[src/design/snc_pkg.sv]
`timescale 1ns / 1ps
// ----------------------------------------------------------------------------
// snc_pkg
// Types and constants shared by the IPv4 subnet calculator pipeline.
// ----------------------------------------------------------------------------
package snc_pkg;

  typedef enum logic [1:0] {
    STAT_OK        = 2'd0,
    STAT_NONCONTIG = 2'd1,
    STAT_RANGE     = 2'd2
  } status_t;

  localparam logic [2:0] CLS_LOOPBACK = 3'd0;
  localparam logic [2:0] CLS_A        = 3'd1;
  localparam logic [2:0] CLS_B        = 3'd2;
  localparam logic [2:0] CLS_C        = 3'd3;
  localparam logic [2:0] CLS_D        = 3'd4;
  localparam logic [2:0] CLS_E        = 3'd5;

  localparam logic [7:0] OCT_LOOPBACK = 8'd127;
  localparam logic [7:0] OCT_B_LO     = 8'd128;
  localparam logic [7:0] OCT_C_LO     = 8'd192;
  localparam logic [7:0] OCT_D_LO     = 8'd224;
  localparam logic [7:0] OCT_E_LO     = 8'd240;
  localparam logic [7:0] OCT_PRIV_A   = 8'd10;
  localparam logic [7:0] OCT_PRIV_B   = 8'd172;
  localparam logic [3:0] NIB_PRIV_B   = 4'h1;
  localparam logic [15:0] PFX_PRIV_C  = 16'hC0A8;
  localparam logic [15:0] PFX_LINK    = 16'hA9FE;

  localparam logic [5:0] PREFIX_MAX   = 6'd32;
  localparam logic [5:0] PREFIX_P2P   = 6'd31;

  typedef struct packed {
    logic        mode;
    logic [31:0] ip_addr;
    logic [31:0] mask_word;
    logic [5:0]  prefix_len;
  } in_item_t;

  typedef struct packed {
    logic [1:0]  status;
    logic [5:0]  prefix_out;
    logic [31:0] network_addr;
    logic [31:0] broadcast_addr;
    logic [31:0] netmask;
    logic [31:0] wildcard_res;
    logic [31:0] first_host;
    logic [31:0] last_host;
    logic [31:0] host_count;
    logic [32:0] total_addresses;
    logic [2:0]  addr_class;
    logic        is_private;
  } out_item_t;

  // After the mask check: per-byte one counts of the mask word.
  typedef struct packed {
    logic        mode;
    logic [31:0] ip_addr;
    logic [5:0]  prefix_len;
    logic        contig;
    logic [3:0]  cnt3;
    logic [3:0]  cnt2;
    logic [3:0]  cnt1;
    logic [3:0]  cnt0;
  } chk_t;

  // After prefix resolution.
  typedef struct packed {
    status_t     status;
    logic [5:0]  prefix;
    logic [31:0] ip_addr;
  } pfx_t;

  // After mask expansion.
  typedef struct packed {
    status_t     status;
    logic [5:0]  prefix;
    logic [31:0] ip_addr;
    logic [31:0] mask;
    logic [31:0] net;
    logic [31:0] bcast;
    logic [32:0] total;
  } span_t;

endpackage

[src/design/snc_check.sv]
`timescale 1ns / 1ps
// ----------------------------------------------------------------------------
// snc_check
// Stage one: mask contiguity test and per-byte one counts of the mask.
// ----------------------------------------------------------------------------
module snc_check (
  input  logic              clk,
  input  logic              rst_n,
  input  logic              en,
  input  logic              in_valid,
  input  snc_pkg::in_item_t in_data,
  output logic              out_valid,
  output snc_pkg::chk_t     out_data
);

  function automatic logic [3:0] byte_ones(input logic [7:0] b);
    logic [3:0] c;
    c = 4'd0;
    for (int k = 0; k < 8; k++) begin
      c = c + {3'd0, b[k]};
    end
    return c;
  endfunction

  logic [31:0]   inv;
  logic [31:0]   inv_inc;
  snc_pkg::chk_t data_nxt;
  logic          valid_r;
  snc_pkg::chk_t data_r;

  always_comb begin
    inv     = ~in_data.mask_word;
    inv_inc = inv + 32'd1;
    data_nxt.mode       = in_data.mode;
    data_nxt.ip_addr    = in_data.ip_addr;
    data_nxt.prefix_len = in_data.prefix_len;
    // A contiguous mask has an inverse of the form 0...01...1.
    data_nxt.contig     = ((inv & inv_inc) == 32'd0);
    data_nxt.cnt3       = byte_ones(in_data.mask_word[31:24]);
    data_nxt.cnt2       = byte_ones(in_data.mask_word[23:16]);
    data_nxt.cnt1       = byte_ones(in_data.mask_word[15:8]);
    data_nxt.cnt0       = byte_ones(in_data.mask_word[7:0]);
  end

  always_ff @(posedge clk) begin
    if (!rst_n) begin
      valid_r <= 1'b0;
    end else if (en) begin
      valid_r <= in_valid;
    end
  end

  always_ff @(posedge clk) begin
    if (en) begin
      data_r <= data_nxt;
    end
  end

  assign out_valid = valid_r;
  assign out_data  = data_r;

endmodule

[src/design/snc_prefix.sv]
`timescale 1ns / 1ps
// ----------------------------------------------------------------------------
// snc_prefix
// Stage two: resolves the prefix length and the status code.
// ----------------------------------------------------------------------------
module snc_prefix (
  input  logic          clk,
  input  logic          rst_n,
  input  logic          en,
  input  logic          in_valid,
  input  snc_pkg::chk_t in_data,
  output logic          out_valid,
  output snc_pkg::pfx_t out_data
);

  logic [5:0]    mask_ones;
  snc_pkg::pfx_t data_nxt;
  logic          valid_r;
  snc_pkg::pfx_t data_r;

  always_comb begin
    mask_ones = ({2'd0, in_data.cnt3} + {2'd0, in_data.cnt2})
              + ({2'd0, in_data.cnt1} + {2'd0, in_data.cnt0});
    data_nxt.ip_addr = in_data.ip_addr;
    data_nxt.status  = snc_pkg::STAT_OK;
    data_nxt.prefix  = mask_ones;
    if (in_data.mode) begin
      data_nxt.prefix = in_data.prefix_len;
      if (in_data.prefix_len > snc_pkg::PREFIX_MAX) begin
        data_nxt.status = snc_pkg::STAT_RANGE;
      end
    end else if (!in_data.contig) begin
      data_nxt.status = snc_pkg::STAT_NONCONTIG;
    end
  end

  always_ff @(posedge clk) begin
    if (!rst_n) begin
      valid_r <= 1'b0;
    end else if (en) begin
      valid_r <= in_valid;
    end
  end

  always_ff @(posedge clk) begin
    if (en) begin
      data_r <= data_nxt;
    end
  end

  assign out_valid = valid_r;
  assign out_data  = data_r;

endmodule

[src/design/snc_span.sv]
`timescale 1ns / 1ps
// ----------------------------------------------------------------------------
// snc_span
// Stage three: builds the mask, network, broadcast and total address count.
// ----------------------------------------------------------------------------
module snc_span (
  input  logic           clk,
  input  logic           rst_n,
  input  logic           en,
  input  logic           in_valid,
  input  snc_pkg::pfx_t  in_data,
  output logic           out_valid,
  output snc_pkg::span_t out_data
);

  logic [5:0]     host_bits;
  snc_pkg::span_t data_nxt;
  logic           valid_r;
  snc_pkg::span_t data_r;

  always_comb begin
    host_bits         = snc_pkg::PREFIX_MAX - in_data.prefix;
    data_nxt.status   = in_data.status;
    data_nxt.prefix   = in_data.prefix;
    data_nxt.ip_addr  = in_data.ip_addr;
    // A shift of 32 leaves zero, so prefix 32 gives an all-ones mask, while
    // prefix 0 shifts nothing and gives an all-zero mask.
    data_nxt.mask     = ~(32'hFFFF_FFFF >> in_data.prefix);
    data_nxt.net      = in_data.ip_addr & data_nxt.mask;
    data_nxt.bcast    = data_nxt.net | ~data_nxt.mask;
    data_nxt.total    = 33'd1 << host_bits;
  end

  always_ff @(posedge clk) begin
    if (!rst_n) begin
      valid_r <= 1'b0;
    end else if (en) begin
      valid_r <= in_valid;
    end
  end

  always_ff @(posedge clk) begin
    if (en) begin
      data_r <= data_nxt;
    end
  end

  assign out_valid = valid_r;
  assign out_data  = data_r;

endmodule

[src/design/snc_host.sv]
`timescale 1ns / 1ps
// ----------------------------------------------------------------------------
// snc_host
// Stage four: host range, host count, address class and private flag.
// ----------------------------------------------------------------------------
module snc_host (
  input  logic               clk,
  input  logic               rst_n,
  input  logic               en,
  input  logic               in_valid,
  input  snc_pkg::span_t     in_data,
  output logic               out_valid,
  output snc_pkg::out_item_t out_data
);

  logic [7:0]         oct1;
  logic [2:0]         cls;
  logic               priv;
  logic [32:0]        total_m2;
  snc_pkg::out_item_t data_nxt;
  logic               valid_r;
  snc_pkg::out_item_t data_r;

  always_comb begin
    oct1 = in_data.ip_addr[31:24];
    priority if (oct1 == snc_pkg::OCT_LOOPBACK) begin
      cls = snc_pkg::CLS_LOOPBACK;
    end else if (oct1 < snc_pkg::OCT_B_LO) begin
      cls = snc_pkg::CLS_A;
    end else if (oct1 < snc_pkg::OCT_C_LO) begin
      cls = snc_pkg::CLS_B;
    end else if (oct1 < snc_pkg::OCT_D_LO) begin
      cls = snc_pkg::CLS_C;
    end else if (oct1 < snc_pkg::OCT_E_LO) begin
      cls = snc_pkg::CLS_D;
    end else begin
      cls = snc_pkg::CLS_E;
    end

    priv = (oct1 == snc_pkg::OCT_PRIV_A)
        || (oct1 == snc_pkg::OCT_PRIV_B && in_data.ip_addr[23:20] == snc_pkg::NIB_PRIV_B)
        || (in_data.ip_addr[31:16] == snc_pkg::PFX_PRIV_C)
        || (in_data.ip_addr[31:16] == snc_pkg::PFX_LINK);

    total_m2 = in_data.total - 33'd2;

    data_nxt.status          = in_data.status;
    data_nxt.prefix_out      = in_data.prefix;
    data_nxt.network_addr    = in_data.net;
    data_nxt.broadcast_addr  = in_data.bcast;
    data_nxt.netmask         = in_data.mask;
    data_nxt.wildcard_res    = ~in_data.mask;
    data_nxt.total_addresses = in_data.total;
    data_nxt.addr_class      = cls;
    data_nxt.is_private      = priv;
    if (in_data.prefix >= snc_pkg::PREFIX_P2P) begin
      data_nxt.first_host = 32'd0;
      data_nxt.last_host  = 32'd0;
      data_nxt.host_count = (in_data.prefix == snc_pkg::PREFIX_MAX) ? 32'd1 : 32'd2;
    end else begin
      data_nxt.first_host = in_data.net + 32'd1;
      data_nxt.last_host  = in_data.bcast - 32'd1;
      data_nxt.host_count = total_m2[31:0];
    end

    // An error result carries only its status code.
    if (in_data.status != snc_pkg::STAT_OK) begin
      data_nxt        = '0;
      data_nxt.status = in_data.status;
    end
  end

  always_ff @(posedge clk) begin
    if (!rst_n) begin
      valid_r <= 1'b0;
    end else if (en) begin
      valid_r <= in_valid;
    end
  end

  always_ff @(posedge clk) begin
    if (en) begin
      data_r <= data_nxt;
    end
  end

  assign out_valid = valid_r;
  assign out_data  = data_r;

endmodule

[src/design/ipv4_subnet_calculator.sv]
`timescale 1ns / 1ps
// ----------------------------------------------------------------------------
// ipv4_subnet_calculator
// Four-stage pipeline that derives subnet facts from an IPv4 address and
// either a dotted netmask or a prefix length.
// ----------------------------------------------------------------------------
//
//   Channel   Direction  Handshake            Payload
//   in_*      input      in_valid / in_stall  snc_pkg::in_item_t
//   out_*     output     out_valid / out_stall snc_pkg::out_item_t
//
// Every item passes through four register stages: mask check, prefix
// resolution, mask expansion, host range; the last stage register drives
// the output. One item can be accepted in every cycle that in_stall is low.
// A stage takes a new item whenever it is empty or the stage after it moves
// on, so bubbles are squeezed out while the output is stalled; in_stall rises
// only when all four stages hold items and out_stall is high.
// The synchronous, active-low reset empties the pipeline; the data registers
// are not reset.
//
module ipv4_subnet_calculator (
  input  logic               clk,
  input  logic               rst_n,
  input  logic               in_valid,
  output logic               in_stall,
  input  snc_pkg::in_item_t  in_item,
  output logic               out_valid,
  input  logic               out_stall,
  output snc_pkg::out_item_t out_item
);

  logic           v1, v2, v3, v4;
  logic           en1, en2, en3, en4;
  snc_pkg::chk_t  d1;
  snc_pkg::pfx_t  d2;
  snc_pkg::span_t d3;

  // Ready chain runs back from the output. A stage loads when it is empty or
  // its current item moves on in the same cycle, so nothing is dropped.
  assign en4      = !v4 || !out_stall;
  assign en3      = !v3 || en4;
  assign en2      = !v2 || en3;
  assign en1      = !v1 || en2;
  assign in_stall = !en1;

  snc_check u_check (
    .clk       (clk),
    .rst_n     (rst_n),
    .en        (en1),
    .in_valid  (in_valid),
    .in_data   (in_item),
    .out_valid (v1),
    .out_data  (d1)
  );

  snc_prefix u_prefix (
    .clk       (clk),
    .rst_n     (rst_n),
    .en        (en2),
    .in_valid  (v1),
    .in_data   (d1),
    .out_valid (v2),
    .out_data  (d2)
  );

  snc_span u_span (
    .clk       (clk),
    .rst_n     (rst_n),
    .en        (en3),
    .in_valid  (v2),
    .in_data   (d2),
    .out_valid (v3),
    .out_data  (d3)
  );

  // The last stage register doubles as the output register.
  snc_host u_host (
    .clk       (clk),
    .rst_n     (rst_n),
    .en        (en4),
    .in_valid  (v3),
    .in_data   (d3),
    .out_valid (v4),
    .out_data  (out_item)
  );

  assign out_valid = v4;

endmodule

[config.mk]
export PLATFORM = sky130hd
export DESIGN_NAME = ipv4_subnet_calculator
export DESIGN_NICKNAME = d
export VERILOG_FILES = /design/src/design/snc_pkg.sv /design/src/design/snc_check.sv /design/src/design/snc_prefix.sv /design/src/design/snc_span.sv /design/src/design/snc_host.sv /design/src/design/ipv4_subnet_calculator.sv
export SDC_FILE = /design/constraint.sdc
export NUM_CORES = 1
export LEC_CHECK = 0
export BUFFER_PORTS_ARGS = -buffer_cell sky130_fd_sc_hd__buf_2
export CAP_MARGIN = 20
export CORE_MARGIN = 2
export CORE_UTILIZATION = 50
export DETAILED_ROUTE_END_ITERATION = 10
export HOLD_SLACK_MARGIN = 0.06
export PLACE_DENSITY_LB_ADDON = 0.12
export SYNTH_ARGS = -nofsm -noshare
export SYNTH_HDL_FRONTEND = slang
export SYNTH_HIERARCHICAL = 1
export SYNTH_SLANG_ARGS = --single-unit
[constraint.sdc]
create_clock -name clk -period 11 [get_ports clk]
set_input_delay 2.2 -clock clk [delete_from_list [all_inputs] [get_ports clk]]
set_output_delay 2.2 -clock clk [all_outputs]
set_load 0.05 [all_outputs]
* Word-level counts from Yosys, hierarchy flattened
Index checks and enable logic that the tools add are counted.
** Word-level totals
- Register bits :: 538
- Latch bits :: 0
- RAM bits :: 0
- Bits in read-only memories :: 0
- Bits of input ports :: 75
- Output and inout port bits :: 271
- Word-level logic and storage cells :: 124
- Memories :: 0
** Cells by class
- Add/subtract/negate cells :: 36
- Multiply operators :: 0
- Div/mod/pow operators :: 0
- Magnitude comparators :: 6
- Equal/unequal tests :: 7
- Shift operators :: 2
- Muxes and demuxes :: 10
- Bitwise gates (word level) :: 7
- Reductions and logical operators :: 20
** Operators by type and width (count)
- inverter 32 bit :: 4
- adder 4 x 1 -> 4 bit :: 24
- 2-to-1 mux 96 bit :: 1
- adder 32 x 1 -> 32 bit, second input constant :: 2
- AND 32 bit :: 2
- << shifter 1 x 6 -> 33 bit, first input constant :: 1
- equality test 16 bit, second input constant :: 2
- logical NOT 32 bit :: 1
- less-than comparator 8 bit, second input constant :: 4
- OR 32 bit :: 1
- >> shifter 32 x 6 -> 32 bit, first input constant :: 1
- subtractor 32 x 1 -> 32 bit, second input constant :: 1
- subtractor 32 x 2 -> 32 bit, second input constant :: 1
- adder 4 x 4 -> 5 bit :: 2
- 2-to-1 mux 3 bit :: 3
- adder 1 x 1 -> 2 bit :: 4
- equality test 8 x 4 -> 1 bit, second input constant :: 1
- equality test 8 x 7 -> 1 bit, second input constant :: 1
- equality test 8 bit, second input constant :: 1
- logical OR 1 bit :: 7
- adder 6 bit :: 1
- equality test 6 bit, second input constant :: 1
- >= comparator 6 x 5 -> 1 bit, second input constant :: 1
- > comparator 6 bit, second input constant :: 1
- other kinds (11) :: 20

* Depth between registers and ports, before layout
Gate-level depths: netlist of run 1.
- Depth in word-level cells :: 7
- Mapped depth :: 10
- Depth with buffers taken out :: 10

* Cells and area by module
Netlist of run 1, hierarchy kept.
** Modules (own cells, without submodules)
- snc_host :: times used 1, cells each 907, area each 11788.8 um^2, seq. area each 8097.8 um^2
- snc_span :: times used 1, cells each 381, area each 6227.2 um^2, seq. area each 5064.9 um^2
- snc_check :: times used 1, cells each 217, area each 2930.3 um^2, seq. area each 1701.6 um^2
- snc_prefix :: times used 1, cells each 96, area each 1672.9 um^2, seq. area each 1221.2 um^2
- ipv4_subnet_calculator :: times used 1, cells each 6, area each 33.8 um^2, seq. area each 0.0 um^2

* Worst setup path after synthesis of run 1
Ideal clock, no wire load.
- Path type :: input to register
- Start :: input port out_stall
- End :: register u_host.data_r, in the netlist u_host/out_data[0] (enable)
- Setup time :: 2.065 ns
- Arrival time :: 6.593 ns
- Required time :: 8.935 ns
- Slack :: 2.342 ns
- Cell stages on the path :: 1
- Path buffers :: 0
- Cells stage by stage :: nand2_1
** Between the ends
- Cells in the longest elaborated chain, start to end :: 2
** RTL lines
- from (decl) :: RTL line ipv4_subnet_calculator.sv:28 : input logic out_stall,
- logical NOT 1 bit :: RTL line ipv4_subnet_calculator.sv:40 : assign en4 = !v4 || !out_stall;
- logical OR 1 bit :: RTL line ipv4_subnet_calculator.sv:40
- to (signal assigned) :: RTL line snc_host.sv:83 : data_r <= data_nxt;
- to (decl) :: RTL line snc_host.sv:22 : snc_pkg::out_item_t data_r;
Every way passes these cells.
A chain may end at the register's enable or synchronous reset.

* Final worst setup path of run 1
- Start :: input port out_stall
- End :: output port in_stall
** Between the ends
- Cells in the longest elaborated chain, start to end :: 6
** RTL lines
- logical NOT 1 bit :: RTL line ipv4_subnet_calculator.sv:40
- logical OR 1 bit :: RTL line ipv4_subnet_calculator.sv:40
- logical OR 1 bit :: RTL line ipv4_subnet_calculator.sv:41 : assign en3 = !v3 || en4;
- logical OR 1 bit :: RTL line ipv4_subnet_calculator.sv:42 : assign en2 = !v2 || en3;
- logical OR 1 bit :: RTL line ipv4_subnet_calculator.sv:43 : assign en1 = !v1 || en2;
- logical NOT 1 bit :: RTL line ipv4_subnet_calculator.sv:44 : assign in_stall = !en1;
- to (decl) :: RTL line ipv4_subnet_calculator.sv:25 : output logic in_stall,
Every way passes these cells.

==> out/results.txt, run 1 <==
Syn Nets - 1,717
layout overhead on the synthesized area - 18.8%
DIE WIDTH - 215 um
critical path type - input port to output pin
number of cells produced by synthesis - 1,591
DR vias/cell - 5.37
Residual DRC - 0
Setup TNS - 0 ns
Core ar. - 44,000 um^2
largest net degree at the start of global routing - 177
clk root buf - clkbuf_16
Post-DRT Antenna Nets - 0
Post-CTS Hold Buffers - 0
Clock Sinks - 521
Starting DRT DRC Count - 1,143
H-Tree Depth - 2
Slowest cell on crit path - buf_2
clock latency at the later pin of the worst-skew pair - 0.61 ns
slowest cell delay on critical path - 0.25 ns
pins over their slew limit - 0
Mean Syn Cell Area - 13.9 um^2
nets@finish - 2,068
total global-route track usage - 22.4%
Overall Power - 0.00666 W
total wire length - 51,900 um
critical path's most frequent cell - buf_2
grt total ovfl - 0
GP Congestion - 0.835
Worst setup SP type - input port
DR WL/cell - 20.1 um
Crit Path Max Fanout - 4
die area - 46,000 um^2
crit path DAT - 2.95 ns
vias in the first global route - 13,500
actual slew at the worst max-slew pin - 1.11 ns
CP endpoint kind - output pin
Die H - 215 um
Slew headroom - 26.0%
CTS max path bufs - 3
post-CTS sizing - 0
Hold Fails Final Rpt - 0
Clock Skews - 0.0303 ns
critical path cell sequence - buf_2, and3_4, and3_1, buf_2
Worst EP required - 8.80 ns
Final setup viols - 0
Final Cycle Share - 46.9%
Port Buffers - 345
Hold Crit Class - flip-flop to flip-flop
Cell Rows - 77
finished layout cell area - 26,300 um^2
drt pass-1 iters - 5
Setup Fix Bufs, Post-CTS - 0
first-pass GRT wire length - 78,700 um
Post-Syn Area - 22,200 um^2
Inserted Clock Buffers - 54
Detailed Place HPWL - 36,500 um
Via Count - 13,900
Initial Utilization - 50.4%
max frequency - 194 MHz
placed inst area - 24,500 um^2
Max-cap violations - 0
unrepaired setup endpoints after global routing - false
TritonCTS clock tree - yes
layout cells sized above 1 - 24.9%
Worst VDD drop - 0.000137 V
Ys Warns - 6
Worst-path clk slew - 0.06 ns
I/O pins - 346
Tmin final - 5.15 ns
Leak - 11.2 nW
Pwr Density - 253 nW/um^2
status - complete, no violations
initial antenna violation count - 1
## registers in the layout (all words and copies together), names as in the netlist
register,flops
u_host/out_valid,1
u_host/out_data,269
u_check/out_data,56
u_span/out_data,152
u_prefix/out_data,40
u_check/out_valid,1
u_span/out_valid,1
u_prefix/out_valid,1
## metrics by stage
step | utilization (%) | hold slack, ns | instances | setup slack (ns)
2_1_floorplan | - | 0.400 | 1591 | 2.34
3_3_place_gp | 55.6 | 0.403 | 2476 | 5.85
3_5_place_dp | 55.6 | 0.405 | 2476 | 5.84
4_1_cts | 59.7 | 0.415 | 2578 | 5.84
5_1_grt | 59.8 | 0.421 | 2581 | 5.81
6_report | 59.8 | 0.416 | 2581 | 5.85
## metal layers
metal  vias to the layer above  global-route usage, %  share of wire [%]
li1                       6536                      -                  -
met1                      6766                   31.9                 45
met2                       469                   35.0                 47
met3                        80                   5.12                6.7
met4                         0                   6.23                2.2
met5                         -                      0                  0
## layout by cell type (no fill, tap or decap), types with 24 or more instances in the layout
| cell type | count |
|---|---|
| a21oi_1 | 84 |
| and2_1 | 138 |
| buf_2 | 345 |
| clkbuf_16 | 55 |
| edfxtp_1 | 517 |
| fa_1 | 24 |
| ha_1 | 27 |
| inv_1 | 107 |
| nand2_1 | 38 |
| nand3_1 | 28 |
| nor2_1 | 138 |
| nor2b_1 | 38 |
| nor3_1 | 31 |
| o21ai_0 | 31 |
| o31ai_1 | 31 |
| or2_2 | 31 |
| or3_1 | 32 |
| or4_1 | 53 |
## power breakdown
| group | switching [W] | internal [W] | total, W |
|---|---|---|---|
| logic | 0.00131 | 0.000555 | 0.00186 |
| clock network | 0.000765 | 0.00108 | 0.00185 |
| registers | 0.000305 | 0.00264 | 0.00295 |
| total | 0.00238 | 0.00428 | 0.00666 |
## area by class of cell
type                       count  area [um^2]
multi-input combinational    902         5930
clock buffer                  63         1410
fill                        3503        17700
clock inverter                39          395
antenna                        1         2.50
inverter                     108          410
tap                          592          741
sequential                   521        15600
timing repair buffer         355         1850
## worst paths after layout
| check | start | to | cells after the start | slack [ns] |
|---|---|---|---|---|
| min reg2reg | u_check/out_data[28] | u_prefix/out_data[5] | 0 | 0.42 |
| min | u_check/out_data[28] | u_prefix/out_data[5] | 0 | 0.42 |
| max | out_stall | in_stall | 4 | 5.85 |
| max reg2reg | u_span/out_data[38] | u_host/out_data[95] | 4 | 7.95 |
## critical path, delay by kind of cell
| kind | cells | cell delay, ns |
|---|---|---|
| buffers and inverters | 2 | 0.36 |
| AND/OR/NAND/NOR | 2 | 0.39 |
Power figures use the tool's default switching activity.
==> run 2, diff against run 1 <==
==> constraint.sdc (replaced) <==
create_clock -name clk -period 4.4 [get_ports clk]
set_input_delay 0.88 -clock clk [delete_from_list [all_inputs] [get_ports clk]]
set_output_delay 0.88 -clock clk [all_outputs]
set_load 0.05 [all_outputs]
==> out/results.txt, run 2 (synthesis results as in run 1) <==
Post-CTS Hold Buffers - 0
commonest non-fill, non-tap cell in the layout - edfxtp_1
Worst EP required - 4.72 ns
Inserted Clock Buffers - 53
Worst VDD drop - 0.000344 V
Worst-path clk slew - 0.06 ns
Setup TNS - 0 ns
layout overhead on the synthesized area - 18.5%
Final Cycle Share - 68.3%
Hold Fails Final Rpt - 0
Clock Skews - 0.0205 ns
Worst setup SP type - input port
nets@finish - 2,071
Residual DRC - 0
Pwr Density - 625 nW/um^2
max reg flops - 269
H-Tree Depth - 2
actual slew at the worst max-slew pin - 1.13 ns
layout cells sized above 1 - 24.5%
Tmin final - 3.01 ns
clk root buf - clkbuf_16
most frequent cells in the layout - edfxtp_1, buf_2, nor2_1, and2_1, inv_1
Worst R2R Path Depth - 4
Post-DRT Antenna Nets - 0
finished layout cell area - 26,300 um^2
post-CTS sizing - 0
max frequency - 333 MHz
pins over their slew limit - 0
CTS max path bufs - 3
Overall Power - 0.0164 W
Detailed Place HPWL - 36,900 um
grt total ovfl - 0
Max-cap violations - 0
Final setup viols - 0
Die H - 215 um
DR vias/cell - 5.40
largest net degree at the start of global routing - 151
Core ar. - 44,000 um^2
placed inst area - 24,600 um^2
Clock Sinks - 521
die area - 46,000 um^2
Leak - 11.1 nW
Via Count - 13,900
total global-route track usage - 22.6%
critical path type - input port to flip-flop
Filler cells - 3,509
final core utilization - 59.7%
total wire length - 52,400 um
Slew headroom - 24.1%
clock latency at the later pin of the worst-skew pair - 0.59 ns
Port Buffers - 345
GP Congestion - 0.852
Starting DRT DRC Count - 1,113
I/O pins - 346
first-pass GRT wire length - 80,000 um
vias in the first global route - 13,800
DIE WIDTH - 215 um
drt pass-1 iters - 5
Setup Fix Bufs, Post-CTS - 0
Initial Utilization - 50.4%
status - complete, no violations
DR WL/cell - 20.3 um
crit path DAT - 3.33 ns
Cell Rows - 77
CP endpoint kind - flip-flop
unrepaired setup endpoints after global routing - false
TritonCTS clock tree - yes
initial antenna violation count - 2
Crit Path Max Fanout - 3
Hold Crit Depth - 0
Hold Crit Class - flip-flop to flip-flop
-- run 2: cell count changes in the layout (fill, tap and decap cells not counted), moves of 2 or more --
cell and change:
bufinv_16 -3, clkbuf_1 +6, clkinvlp_4 +2, clkinv_1 +2
clkinv_2 -7, buf_12 +3, clkinv_4 -3, buf_4 +2
-- run 2: critical path, stage by stage --
cell and delay (ns):
buf_2 0.13, fa_1 0.55, inv_1 0.05, fa_1 0.49
fa_1 0.41, inv_1 0.07, ha_1 0.15, inv_1 0.06
fa_1 0.38, xnor2_1 0.15
-- run 2: where the power goes --
part	total [W]	internal (W)	switching [W]
sequential	0.00735	0.00661	0.000740
clock	0.00435	0.00252	0.00183
combinational	0.00471	0.00140	0.00331
total	0.0164	0.0105	0.00588
-- run 2: final cells by class --
cell class	count	area [um^2]	area share, %
antenna	2	5.00	0.0191
clock buffer	69	1430	5.44
clock inverter	29	248	0.943
inverter	108	409	1.56
multi-input combinational	902	5940	22.6
sequential	521	15600	59.4
tap	592	741	2.82
timing repair buffer	359	1890	7.21
-- run 2: metal layers --
layer / part of all wire, % / GRT usage, % / wire length [um]
met3: 7.4 / 5.02 / 3870
met2: 46 / 35.2 / 24200
met1: 44 / 32.4 / 23200
met5: 0 / 0 / 0
met4: 2.1 / 6.11 / 1110
-- run 2: worst paths after layout --
check	from	to	slack, ns
worst max-delay path	in_item[22]	u_check/out_data[10]	1.39
worst min-delay path	u_check/out_data[54]	u_prefix/out_data[31]	0.41
worst min register to register	u_check/out_data[54]	u_prefix/out_data[31]	0.41
worst max register to register	u_span/out_data[38]	u_host/out_data[87]	1.39
-- run 2: stage by stage --
step	hold WS [ns]	worst slack, ns	cells
floorplan	0.400	0.673	1591
global placement	0.403	0.900	2480
detailed placement	0.405	0.802	2481
CTS	0.409	1.43	2579
global route	0.425	1.19	2582
finish	0.408	1.39	2582
